===== config.mk =====
export PLATFORM = sky130hd
export DESIGN_NAME = sync_word_frame_deframer_top_flat
export DESIGN_NICKNAME = d
export VERILOG_FILES = /design/src/sv/swfd_pkg.sv /design/src/sv/swfd_intf.sv /design/src/sv/swfd_parse.sv /design/src/sv/swfd_res_reg.sv /design/src/sv/sync_word_frame_deframer_top.sv /design/src/flat_wrapper.sv
export SDC_FILE = /design/constraint.sdc
export NUM_CORES = 1
export LEC_CHECK = 0
export ABC_CLOCK_PERIOD_IN_PS = 8600
export BUFFER_PORTS_ARGS = -buffer_cell sky130_fd_sc_hd__buf_2
export CORE_MARGIN = 3
export CORE_UTILIZATION = 53
export CTS_CLUSTER_SIZE = 40
export DETAILED_ROUTE_END_ITERATION = 8
export PLACE_DENSITY = 0.76
export SLEW_MARGIN = 20
export SYNTH_ARGS = -nofsm -noshare
export SYNTH_HDL_FRONTEND = slang
export SYNTH_HIERARCHICAL = 1
export SYNTH_SLANG_ARGS = --single-unit

===== constraint.sdc =====
create_clock -name clk_i -period 8.6 [get_ports clk_i]
set_clock_uncertainty 0.1 [all_clocks]
set_input_delay 0.86 -clock clk_i [delete_from_list [all_inputs] [get_ports clk_i]]
set_output_delay 0.86 -clock clk_i [all_outputs]
set_load 0.05 [all_outputs]

===== src/sv/swfd_pkg.sv =====
// Shared types and constants for the sync word frame deframer.
`timescale 1ns / 1ps
`default_nettype none

package swfd_pkg;

  // Reset value of the sync word register.
  localparam logic [31:0] SYNC_WORD_RST = 32'hCA5E_CA5E;

  // Bytes in the sync word, and header byte positions.
  localparam int unsigned SYNC_BYTES = 4;
  localparam int unsigned IDX_SEQ_LO = 4;
  localparam int unsigned IDX_SEQ_HI = 7;
  localparam int unsigned IDX_TIME_LO = 8;
  localparam int unsigned IDX_TIME_HI = 11;
  localparam int unsigned IDX_CODEC = 12;
  localparam int unsigned IDX_FRONT = 13;
  localparam int unsigned IDX_WIDTH_LO = 14;
  localparam int unsigned IDX_WIDTH_HI = 15;
  localparam int unsigned IDX_HEIGHT_LO = 16;
  localparam int unsigned IDX_HEIGHT_HI = 17;
  localparam int unsigned IDX_LEN_LO = 20;
  localparam int unsigned IDX_LEN_HI = 23;

  typedef enum logic [1:0] {
    PH_HUNT    = 2'd0,
    PH_HEADER  = 2'd1,
    PH_PAYLOAD = 2'd2
  } phase_e;

  typedef enum logic {
    KIND_HEADER  = 1'b0,
    KIND_PAYLOAD = 1'b1
  } kind_e;

  typedef struct packed {
    logic        kind;
    logic [31:0] sequence_res;
    logic [31:0] timestamp;
    logic [7:0]  codec;
    logic        front_flag;
    logic [15:0] width;
    logic [15:0] height;
    logic [31:0] payload_length;
    logic [7:0]  payload_byte;
    logic        last;
  } result_t;

  // Handoff from the parser to the result register.
  typedef struct packed {
    logic load;   // transfer produced a result this cycle
    logic busy;   // result register full and stalled
  } res_ctrl_t;

endpackage

`default_nettype wire


===== src/sv/swfd_intf.sv =====
// Channel interfaces: input byte, result and sync word write.
`timescale 1ns / 1ps
`default_nettype none

interface swfd_byte_if;
  logic       valid;
  logic       ready;
  logic [7:0] data_byte;

  modport source (output valid, output data_byte, input ready);
  modport sink (input valid, input data_byte, output ready);
endinterface

interface swfd_result_if;
  logic        valid;
  logic        ready;
  logic        kind;
  logic [31:0] sequence_res;
  logic [31:0] timestamp;
  logic [7:0]  codec;
  logic        front_flag;
  logic [15:0] width;
  logic [15:0] height;
  logic [31:0] payload_length;
  logic [7:0]  payload_byte;
  logic        last;

  modport source (
    output valid, output kind, output sequence_res, output timestamp, output codec,
    output front_flag, output width, output height, output payload_length,
    output payload_byte, output last, input ready
  );
  modport sink (
    input valid, input kind, input sequence_res, input timestamp, input codec,
    input front_flag, input width, input height, input payload_length,
    input payload_byte, input last, output ready
  );
endinterface

interface swfd_cfg_if;
  logic        valid;
  logic        ready;
  logic [31:0] sync_word;

  modport source (output valid, output sync_word, input ready);
  modport sink (input valid, input sync_word, output ready);
endinterface

`default_nettype wire


===== src/sv/swfd_parse.sv =====
// Frame parser: sync hunt, header capture and payload count.
`timescale 1ns / 1ps
`default_nettype none

module swfd_parse #(
  parameter int unsigned HEADER_BYTES = 24
) (
  input  wire logic              clk_i,
  input  wire logic              rst_ni,
  input  wire logic              in_valid_i,
  input  wire logic [7:0]        data_byte_i,
  output      logic              in_ready_o,
  input  wire logic [31:0]       sync_word_i,
  input  wire logic              res_busy_i,
  output      swfd_pkg::res_ctrl_t ctrl_o,
  output      swfd_pkg::result_t res_o
);
  import swfd_pkg::*;

  localparam int unsigned CntW = $clog2(HEADER_BYTES);
  localparam logic [CntW-1:0] LastIdx = CntW'(HEADER_BYTES - 1);
  localparam logic [CntW-1:0] SyncCnt = CntW'(SYNC_BYTES);

  phase_e         phase_q, phase_d;
  logic [31:0]    window_q, window_d;
  logic [CntW-1:0] cnt_q, cnt_d;
  logic [31:0]    seq_q, seq_d;
  logic [31:0]    time_q, time_d;
  logic [7:0]     codec_q, codec_d;
  logic           front_q, front_d;
  logic [15:0]    width_q, width_d;
  logic [15:0]    height_q, height_d;
  logic [31:0]    len_q, len_d;
  logic [31:0]    remain_q, remain_d;

  logic emit;
  logic accept;

  // A result comes from a payload byte or from the final header byte.
  always_comb begin
    unique case (phase_q)
      PH_PAYLOAD: emit = 1'b1;
      PH_HEADER:  emit = (cnt_q == LastIdx);
      default:    emit = 1'b0;
    endcase
  end

  assign in_ready_o = !res_busy_i || !emit;
  assign accept     = in_valid_i && in_ready_o;
  assign ctrl_o.load = accept && emit;
  assign ctrl_o.busy = res_busy_i;

  always_comb begin
    phase_d  = phase_q;
    window_d = window_q;
    cnt_d    = cnt_q;
    seq_d    = seq_q;
    time_d   = time_q;
    codec_d  = codec_q;
    front_d  = front_q;
    width_d  = width_q;
    height_d = height_q;
    len_d    = len_q;
    remain_d = remain_q;
    res_o    = '0;

    unique case (phase_q)
      PH_PAYLOAD: begin
        res_o.kind         = KIND_PAYLOAD;
        res_o.payload_byte = data_byte_i;
        res_o.last         = (remain_q == 32'd1);
        remain_d           = remain_q - 32'd1;
        if (remain_q == 32'd1) begin
          phase_d  = PH_HUNT;
          window_d = '0;
          cnt_d    = '0;
        end
      end
      PH_HEADER: begin
        if (cnt_q >= CntW'(IDX_SEQ_LO) && cnt_q <= CntW'(IDX_SEQ_HI)) begin
          seq_d = {seq_q[23:0], data_byte_i};
        end else if (cnt_q >= CntW'(IDX_TIME_LO) && cnt_q <= CntW'(IDX_TIME_HI)) begin
          time_d = {time_q[23:0], data_byte_i};
        end else if (cnt_q == CntW'(IDX_CODEC)) begin
          codec_d = data_byte_i;
        end else if (cnt_q == CntW'(IDX_FRONT)) begin
          front_d = (data_byte_i == 8'd1);
        end else if (cnt_q == CntW'(IDX_WIDTH_LO) || cnt_q == CntW'(IDX_WIDTH_HI)) begin
          width_d = {width_q[7:0], data_byte_i};
        end else if (cnt_q == CntW'(IDX_HEIGHT_LO) || cnt_q == CntW'(IDX_HEIGHT_HI)) begin
          height_d = {height_q[7:0], data_byte_i};
        end else if (cnt_q >= CntW'(IDX_LEN_LO) && cnt_q <= CntW'(IDX_LEN_HI)) begin
          len_d = {len_q[23:0], data_byte_i};
        end

        res_o.kind           = KIND_HEADER;
        res_o.sequence_res   = seq_d;
        res_o.timestamp      = time_d;
        res_o.codec          = codec_d;
        res_o.front_flag     = front_d;
        res_o.width          = width_d;
        res_o.height         = height_d;
        res_o.payload_length = len_d;
        res_o.last           = (len_d == 32'd0);

        if (cnt_q != LastIdx) begin
          cnt_d = cnt_q + CntW'(1);
        end else if (len_d == 32'd0) begin
          phase_d  = PH_HUNT;
          window_d = '0;
          cnt_d    = '0;
        end else begin
          phase_d  = PH_PAYLOAD;
          remain_d = len_d;
          cnt_d    = '0;
        end
      end
      default: begin
        // Hunting; the spare phase code behaves the same.
        window_d = {window_q[23:0], data_byte_i};
        if (cnt_q < SyncCnt) begin
          cnt_d = cnt_q + CntW'(1);
        end
        if (cnt_d == SyncCnt && window_d == sync_word_i) begin
          phase_d = PH_HEADER;
        end
      end
    endcase
  end

  always_ff @(posedge clk_i or negedge rst_ni) begin
    if (!rst_ni) begin
      phase_q  <= PH_HUNT;
      window_q <= '0;
      cnt_q    <= '0;
      seq_q    <= '0;
      time_q   <= '0;
      codec_q  <= '0;
      front_q  <= 1'b0;
      width_q  <= '0;
      height_q <= '0;
      len_q    <= '0;
      remain_q <= '0;
    end else if (accept) begin
      phase_q  <= phase_d;
      window_q <= window_d;
      cnt_q    <= cnt_d;
      seq_q    <= seq_d;
      time_q   <= time_d;
      codec_q  <= codec_d;
      front_q  <= front_d;
      width_q  <= width_d;
      height_q <= height_d;
      len_q    <= len_d;
      remain_q <= remain_d;
    end
  end

endmodule

`default_nettype wire


===== src/sv/swfd_res_reg.sv =====
// Result output register with valid/ready hold.
`timescale 1ns / 1ps
`default_nettype none

module swfd_res_reg (
  input  wire logic                clk_i,
  input  wire logic                rst_ni,
  input  wire swfd_pkg::res_ctrl_t ctrl_i,
  input  wire swfd_pkg::result_t   res_i,
  input  wire logic                out_ready_i,
  output      logic                out_valid_o,
  output      logic                busy_o,
  output      swfd_pkg::result_t   res_o
);
  import swfd_pkg::*;

  logic    valid_q, valid_d;
  result_t res_q;

  // Parser only loads when the register is empty or being drained.
  always_comb begin
    if (ctrl_i.load) begin
      valid_d = 1'b1;
    end else if (out_ready_i) begin
      valid_d = 1'b0;
    end else begin
      valid_d = valid_q;
    end
  end

  always_ff @(posedge clk_i or negedge rst_ni) begin
    if (!rst_ni) begin
      valid_q <= 1'b0;
    end else begin
      valid_q <= valid_d;
    end
  end

  always_ff @(posedge clk_i) begin
    if (ctrl_i.load && !ctrl_i.busy) begin
      res_q <= res_i;
    end
  end

  assign out_valid_o = valid_q;
  assign busy_o      = valid_q && !out_ready_i;
  assign res_o       = res_q;

endmodule

`default_nettype wire


===== src/sv/sync_word_frame_deframer_top.sv =====
// Top level of the sync word frame deframer.
//
//   channel   dir  modport  payload                              notes
//   byte_i    in   sink     data_byte[7:0]                       one stream byte per transfer
//   result_o  out  source   kind, header metadata, payload_byte  header or payload result
//   cfg_i     in   sink     sync_word[31:0]                      always ready
//
// One byte per cycle unless result_o stalls: bytes pass through one level of compare,
// shift and count logic into the parser state and the result register.
// A byte that yields a result sets result_o.valid in the cycle after it is taken.
// rst_ni (async, active low) restarts the hunt and loads sync_word 0xCA5ECA5E.
// When result_o stalls, byte_i still takes bytes that produce no result
// (hunting, early header bytes); a result-producing byte waits for room.
// No clearing pass after reset; the block is ready as soon as reset is released.
`timescale 1ns / 1ps
`default_nettype none

module sync_word_frame_deframer_top #(
  parameter int unsigned HEADER_BYTES = 24
) (
  input wire logic      clk_i,
  input wire logic      rst_ni,
  swfd_byte_if.sink     byte_i,
  swfd_result_if.source result_o,
  swfd_cfg_if.sink      cfg_i
);
  import swfd_pkg::*;

  logic [31:0] sync_word_q;
  res_ctrl_t   ctrl;
  result_t     res_next;
  result_t     res_out;
  logic        res_busy;

  // Sync word: write only while idle (not enforced); takes effect on the next compare.
  assign cfg_i.ready = 1'b1;

  always_ff @(posedge clk_i or negedge rst_ni) begin
    if (!rst_ni) begin
      sync_word_q <= SYNC_WORD_RST;
    end else if (cfg_i.valid) begin
      sync_word_q <= cfg_i.sync_word;
    end
  end

  swfd_parse #(
    .HEADER_BYTES(HEADER_BYTES)
  ) u_parse (
    .clk_i       (clk_i),
    .rst_ni      (rst_ni),
    .in_valid_i  (byte_i.valid),
    .data_byte_i (byte_i.data_byte),
    .in_ready_o  (byte_i.ready),
    .sync_word_i (sync_word_q),
    .res_busy_i  (res_busy),
    .ctrl_o      (ctrl),
    .res_o       (res_next)
  );

  swfd_res_reg u_res_reg (
    .clk_i       (clk_i),
    .rst_ni      (rst_ni),
    .ctrl_i      (ctrl),
    .res_i       (res_next),
    .out_ready_i (result_o.ready),
    .out_valid_o (result_o.valid),
    .busy_o      (res_busy),
    .res_o       (res_out)
  );

  assign result_o.kind           = res_out.kind;
  assign result_o.sequence_res   = res_out.sequence_res;
  assign result_o.timestamp      = res_out.timestamp;
  assign result_o.codec          = res_out.codec;
  assign result_o.front_flag     = res_out.front_flag;
  assign result_o.width          = res_out.width;
  assign result_o.height         = res_out.height;
  assign result_o.payload_length = res_out.payload_length;
  assign result_o.payload_byte   = res_out.payload_byte;
  assign result_o.last           = res_out.last;

endmodule

`default_nettype wire

===== src/flat_wrapper.sv =====
// flat-port wrapper written by rule: the top's interface ports become plain ports
module sync_word_frame_deframer_top_flat import swfd_pkg::*;
#(
  parameter int unsigned HEADER_BYTES = 24
)
  (clk_i, rst_ni, byte_i_valid, byte_i_data_byte, byte_i_ready, result_o_valid, result_o_kind, result_o_sequence_res, result_o_timestamp, result_o_codec, result_o_front_flag, result_o_width, result_o_height, result_o_payload_length, result_o_payload_byte, result_o_last, result_o_ready, cfg_i_valid, cfg_i_sync_word, cfg_i_ready);
  swfd_byte_if byte_i_i ();
  swfd_result_if result_o_i ();
  swfd_cfg_if cfg_i_i ();
  input wire logic clk_i;
  input wire logic rst_ni;
  input wire logic [$bits(byte_i_i.valid)-1:0] byte_i_valid;
  input wire logic [$bits(byte_i_i.data_byte)-1:0] byte_i_data_byte;
  output wire logic [$bits(byte_i_i.ready)-1:0] byte_i_ready;
  output wire logic [$bits(result_o_i.valid)-1:0] result_o_valid;
  output wire logic [$bits(result_o_i.kind)-1:0] result_o_kind;
  output wire logic [$bits(result_o_i.sequence_res)-1:0] result_o_sequence_res;
  output wire logic [$bits(result_o_i.timestamp)-1:0] result_o_timestamp;
  output wire logic [$bits(result_o_i.codec)-1:0] result_o_codec;
  output wire logic [$bits(result_o_i.front_flag)-1:0] result_o_front_flag;
  output wire logic [$bits(result_o_i.width)-1:0] result_o_width;
  output wire logic [$bits(result_o_i.height)-1:0] result_o_height;
  output wire logic [$bits(result_o_i.payload_length)-1:0] result_o_payload_length;
  output wire logic [$bits(result_o_i.payload_byte)-1:0] result_o_payload_byte;
  output wire logic [$bits(result_o_i.last)-1:0] result_o_last;
  input wire logic [$bits(result_o_i.ready)-1:0] result_o_ready;
  input wire logic [$bits(cfg_i_i.valid)-1:0] cfg_i_valid;
  input wire logic [$bits(cfg_i_i.sync_word)-1:0] cfg_i_sync_word;
  output wire logic [$bits(cfg_i_i.ready)-1:0] cfg_i_ready;
  assign byte_i_i.valid = byte_i_valid;
  assign byte_i_i.data_byte = byte_i_data_byte;
  assign byte_i_ready = byte_i_i.ready;
  assign result_o_valid = result_o_i.valid;
  assign result_o_kind = result_o_i.kind;
  assign result_o_sequence_res = result_o_i.sequence_res;
  assign result_o_timestamp = result_o_i.timestamp;
  assign result_o_codec = result_o_i.codec;
  assign result_o_front_flag = result_o_i.front_flag;
  assign result_o_width = result_o_i.width;
  assign result_o_height = result_o_i.height;
  assign result_o_payload_length = result_o_i.payload_length;
  assign result_o_payload_byte = result_o_i.payload_byte;
  assign result_o_last = result_o_i.last;
  assign result_o_i.ready = result_o_ready;
  assign cfg_i_i.valid = cfg_i_valid;
  assign cfg_i_i.sync_word = cfg_i_sync_word;
  assign cfg_i_ready = cfg_i_i.ready;
  sync_word_frame_deframer_top #(.HEADER_BYTES(HEADER_BYTES)) u_core (.clk_i(clk_i), .rst_ni(rst_ni), .byte_i(byte_i_i), .result_o(result_o_i), .cfg_i(cfg_i_i));
endmodule

==> results_dict.tcl <==
set metrics [dict create \
    drive_above_1_share_pct 26.2 \
    setup.reg_to_reg.worst_slack_ns 4.85 \
    irDropWorstVdd_uv 112 \
    p_leak_nw 8.73 \
    cp_data_arrival_time_ns 4.05 \
    fillers 2515 \
    critical_path_endpoint_category "register" \
    wire_length_of_the_first_global_routing_pass_um 63400 \
    drc 0 \
    pwr_density_cell_nw_per_um2 185 \
    critPathBufInv 2 \
    cts-hold-fix-buffers 0 \
    yosys-mux-area-fraction_pct 13.8 \
    htreeDepth 2 \
    syn-num-nets 1544 \
    cts_made_buffers 39 \
    synth-seq-cells 380 \
    drt_first_iter_violations 1223 \
    max-cap-violations 0 \
    r2r-start "u_core/u_parse/cnt_q[0]$_DFFE_PN0P_" \
    numPortBuffers 193 \
    fin_area_um2 19900 \
    synth_cell_type_count 73 \
    timing.final.hold_violations 0 \
    via_count 12200 \
    first_pass_iters 6 \
    die-width_um 187 \
    clk_path_buf_depth 3 \
    cts.clk_slew.worst_paths_ns 0.06 \
    yosys_most_used_dff "sky130_fd_sc_hd__dfrtp_1" \
    yosys_warnings 6 \
    cts_tree "done" \
    antenna_found_initial 1 \
    via_count_of_the_first_global_routing_pass 11500 \
    critPathKind "register to register" \
    synth.yosys.seq_area_share_pct 59.1 \
    clk_root_buffer_cell "sky130_fd_sc_hd__clkbuf_16" \
    mean_number_of_vias_per_cell 5.75 \
    floorplan.io_pins 195 \
    final.period_utilization_pct 43.7 \
    worst_setup_path_start_kind "register" \
    report.final.setup_viol 0 \
    placed_cell_area_um2 18600 \
    synth_xor_area_share_pct 1.61 \
    fmax_mhz 266 \
    finalWorstPathRequiredPeriod_ns 3.75 \
    syn-cell-area_um2 17400 \
    global_route.overflow_total 0 \
    total_global_route_track_usage_pct 22.3 \
    fin_nets 1705 \
    cp_cell_sequence "ha_1 > and3_1 > ha_1 > or3_1 > buf_4 > o31ai_4 > a21oi_2 > buf_4 > or2_1 > mux2_1" \
    critical-path-slowest-cell "sky130_fd_sc_hd__or2_1" \
    cts_repair_resize_count 0 \
    maxSlewViolCount 0 \
    core_area_um2 32000 \
    critPathMaxFanout 36 \
    gpl.final_weighted_congestion 0.823 \
    timing.critical_path.from "u_core/u_parse/cnt_q[0]$_DFFE_PN0P_" \
    utilization_pct 62.2 \
    timing.critical_path.max_delay_family "simple AND/OR/NAND/NOR gates" \
    post_synth_and_or_nand_nor_area_fraction_pct 13.5 \
    clock_insertion_delay_worst_skew_ns 0.52 \
    hpwl_um 26300 \
    synth_compound_gate_area_share_pct 7.93 \
    r2r.worst_path.cells 10 \
    crit_required_ns 8.90 \
    fp-row-count 65 \
    ant_diodes 0 \
    syn_to_final_growth_pct 14.4 \
    routed_wirelength_um 40200 \
    number_of_nets_still_failing_antenna_checks_after_routing 0 \
    syn_area_per_cell_um2 11.7 \
    post_synthesis_share_of_cell_area_spent_on_full_adders_half_adders_and_majority_gates_pct 0.648 \
    clock_sinks 380 \
    tightestPinTransition_ns 1.03 \
    maxSlewHeadroom_pct 31.0 \
    floorplan.die.height_um 187 \
    status "complete, no violations" \
    finalSetupTns_ns 0 \
    fp.dieArea_um2 35000 \
    fin_hold_ws_ns 0.247 \
    initial_util_pct 54.4 \
    setup_repair_after_global_routing_missed_its_margin "no" \
    crit_reg_reg_endpoint "u_core/u_parse/remain_q[14]$_DFFE_PN0P_" \
    grt_max_degree 95 \
    synth_enable_flop_cells 147 \
    synth_top_family_by_area "multiplexers" \
    hold_path.class "input port to async pin" \
    ys_async_sr_fraction_pct 61.3 \
    timing.critical_path.slowest_cell_delay_ns 0.58 \
    post_drt_wl_per_cell_um 19.0 \
    post-cts-setup-buffer-count 0 \
    cell_count_after_synthesis 1490 \
]
## registers in the layout (all words and copies together) (netlist names)
| signal | cells |
|---|---|
| u_core/sync_word_q | 32 |
| u_core/u_parse/cnt_q | 5 |
| u_core/u_parse/codec_q | 8 |
| u_core/u_parse/front_q | 1 |
| u_core/u_parse/height_q | 16 |
| u_core/u_parse/len_q | 32 |
| u_core/u_parse/phase_q | 2 |
| u_core/u_parse/remain_q | 32 |
| u_core/u_parse/seq_q | 32 |
| u_core/u_parse/time_q | 32 |
| u_core/u_parse/width_q | 16 |
| u_core/u_parse/window_q | 24 |
| u_core/u_res_reg/out_valid_o | 1 |
| u_core/u_res_reg/res_o | 147 |
## logic make-up (layout without fill, tap and decap cells)
family | count (synthesis) | in the layout
and+or+nand+nor | 510 | 510
DFF | 380 | 380
AOI/OAI and AO/OA | 216 | 216
muxes | 211 | 211
buffers and inverters | 131 | 321
xor gates and xnor gates | 32 | 32
adders and majority gates | 9 | 9
other | 1 | 1
## stage by stage
stage / setup WS, ns / power [W] / std cells
detailed placement: 4.52 / 0.00211 / 2044
CTS: 4.52 / 0.00372 / 2114
finish: 4.85 / 0.00368 / 2115
global placement: 4.65 / 0.00211 / 2044
global route: 4.65 / 0.00381 / 2115
floorplan: 0.0145 / 0.00205 / 1490
## report_power, final
| part | total (W) | leakage (nW) | switching [W] | internal, W |
|---|---|---|---|---|
| clock network | 0.00160 | 0.608 | 0.000676 | 0.000924 |
| logic | 0.000136 | 3.68 | 0.0000747 | 0.0000612 |
| registers | 0.00194 | 4.44 | 0.0000287 | 0.00191 |
| total | 0.00368 | 8.73 | 0.000779 | 0.00290 |
## Yosys cell counts (7+ instances only)
cell type,count,share of area (%)
sky130_fd_sc_hd__and2_1,21,0.76
sky130_fd_sc_hd__nand2_1,285,6.2
sky130_fd_sc_hd__dfrtp_1,215,31
sky130_fd_sc_hd__ha_1,9,0.65
sky130_fd_sc_hd__a31oi_1,11,0.40
sky130_fd_sc_hd__mux2_2,105,6.8
sky130_fd_sc_hd__nor2_1,78,1.7
sky130_fd_sc_hd__mux2_4,30,2.6
sky130_fd_sc_hd__a41oi_1,7,0.35
sky130_fd_sc_hd__nand3_1,18,0.52
sky130_fd_sc_hd__a211oi_1,12,0.52
sky130_fd_sc_hd__dfstp_2,18,2.7
sky130_fd_sc_hd__and3_1,7,0.25
sky130_fd_sc_hd__o21ai_0,36,1.0
sky130_fd_sc_hd__nor3_1,22,0.63
sky130_fd_sc_hd__mux2i_1,67,3.9
sky130_fd_sc_hd__nand4_1,9,0.32
sky130_fd_sc_hd__mux2_1,9,0.58
sky130_fd_sc_hd__buf_2,9,0.26
sky130_fd_sc_hd__a21oi_1,97,2.8
sky130_fd_sc_hd__edfxtp_1,147,25
sky130_fd_sc_hd__o211a_1,12,0.69
sky130_fd_sc_hd__inv_1,38,0.82
sky130_fd_sc_hd__clkbuf_1,69,1.5
sky130_fd_sc_hd__xor2_1,26,1.3
sky130_fd_sc_hd__nor4_1,21,0.76
## routing by layer
layer  routed length (µm)  part of all wire (%)  vias to the layer above  global-route usage, %
met4                 1240                   3.1                        2                   7.47
met5                    7                 0.017                        -                      0
li1                     -                     -                     5600                      -
met2                18600                    46                      462                   35.0
met3                 2600                   6.5                       87                   3.97
met1                17700                    44                     6007                   31.7
## layout by cell type, fill, tap and decap left out, drive strengths merged, types with 7 or more instances in the layout
cell type	n
nand2	285
dfrtp	215
buf	213
edfxtp	147
mux2	144
a21oi	98
nor2	78
mux2i	67
clkbuf	49
inv	39
o21ai	38
xor2	26
nor4	23
nor3	22
and2	21
dfstp	18
nand3	18
clkinv	18
a211oi	12
o211a	12
a31oi	11
nand4	9
ha	9
and3	7
a41oi	7
## worst max path at each step
stage                                                         end  slack [ns]  cells after the start
after floorplan               u_core/u_res_reg/res_o[0]$_DFFE_PP_        0.01                      7
after global placement      u_core/u_res_reg/res_o[141]$_DFFE_PP_        4.65                      8
final                     u_core/u_parse/remain_q[14]$_DFFE_PN0P_        4.85                     10
after detailed placement    u_core/u_res_reg/res_o[143]$_DFFE_PP_        4.52                      8
after CTS                   u_core/u_res_reg/res_o[130]$_DFFE_PP_        4.52                      8
after global routing      u_core/u_parse/remain_q[14]$_DFFE_PN0P_        4.65                      9
## cell type report
| cell class | instances | area [µm²] | share of cell area [%] |
|---|---|---|---|
| Sequential cell | 380 | 10300 | 51.7 |
| Multi-Input combinational cell | 979 | 6570 | 33.0 |
| Timing Repair Buffer | 213 | 1140 | 5.73 |
| Clock buffer | 49 | 1090 | 5.46 |
| Tap cell | 435 | 544 | 2.74 |
| Inverter | 38 | 145 | 0.730 |
| Clock inverter | 21 | 129 | 0.648 |
(Power assumes the default switching activity.)
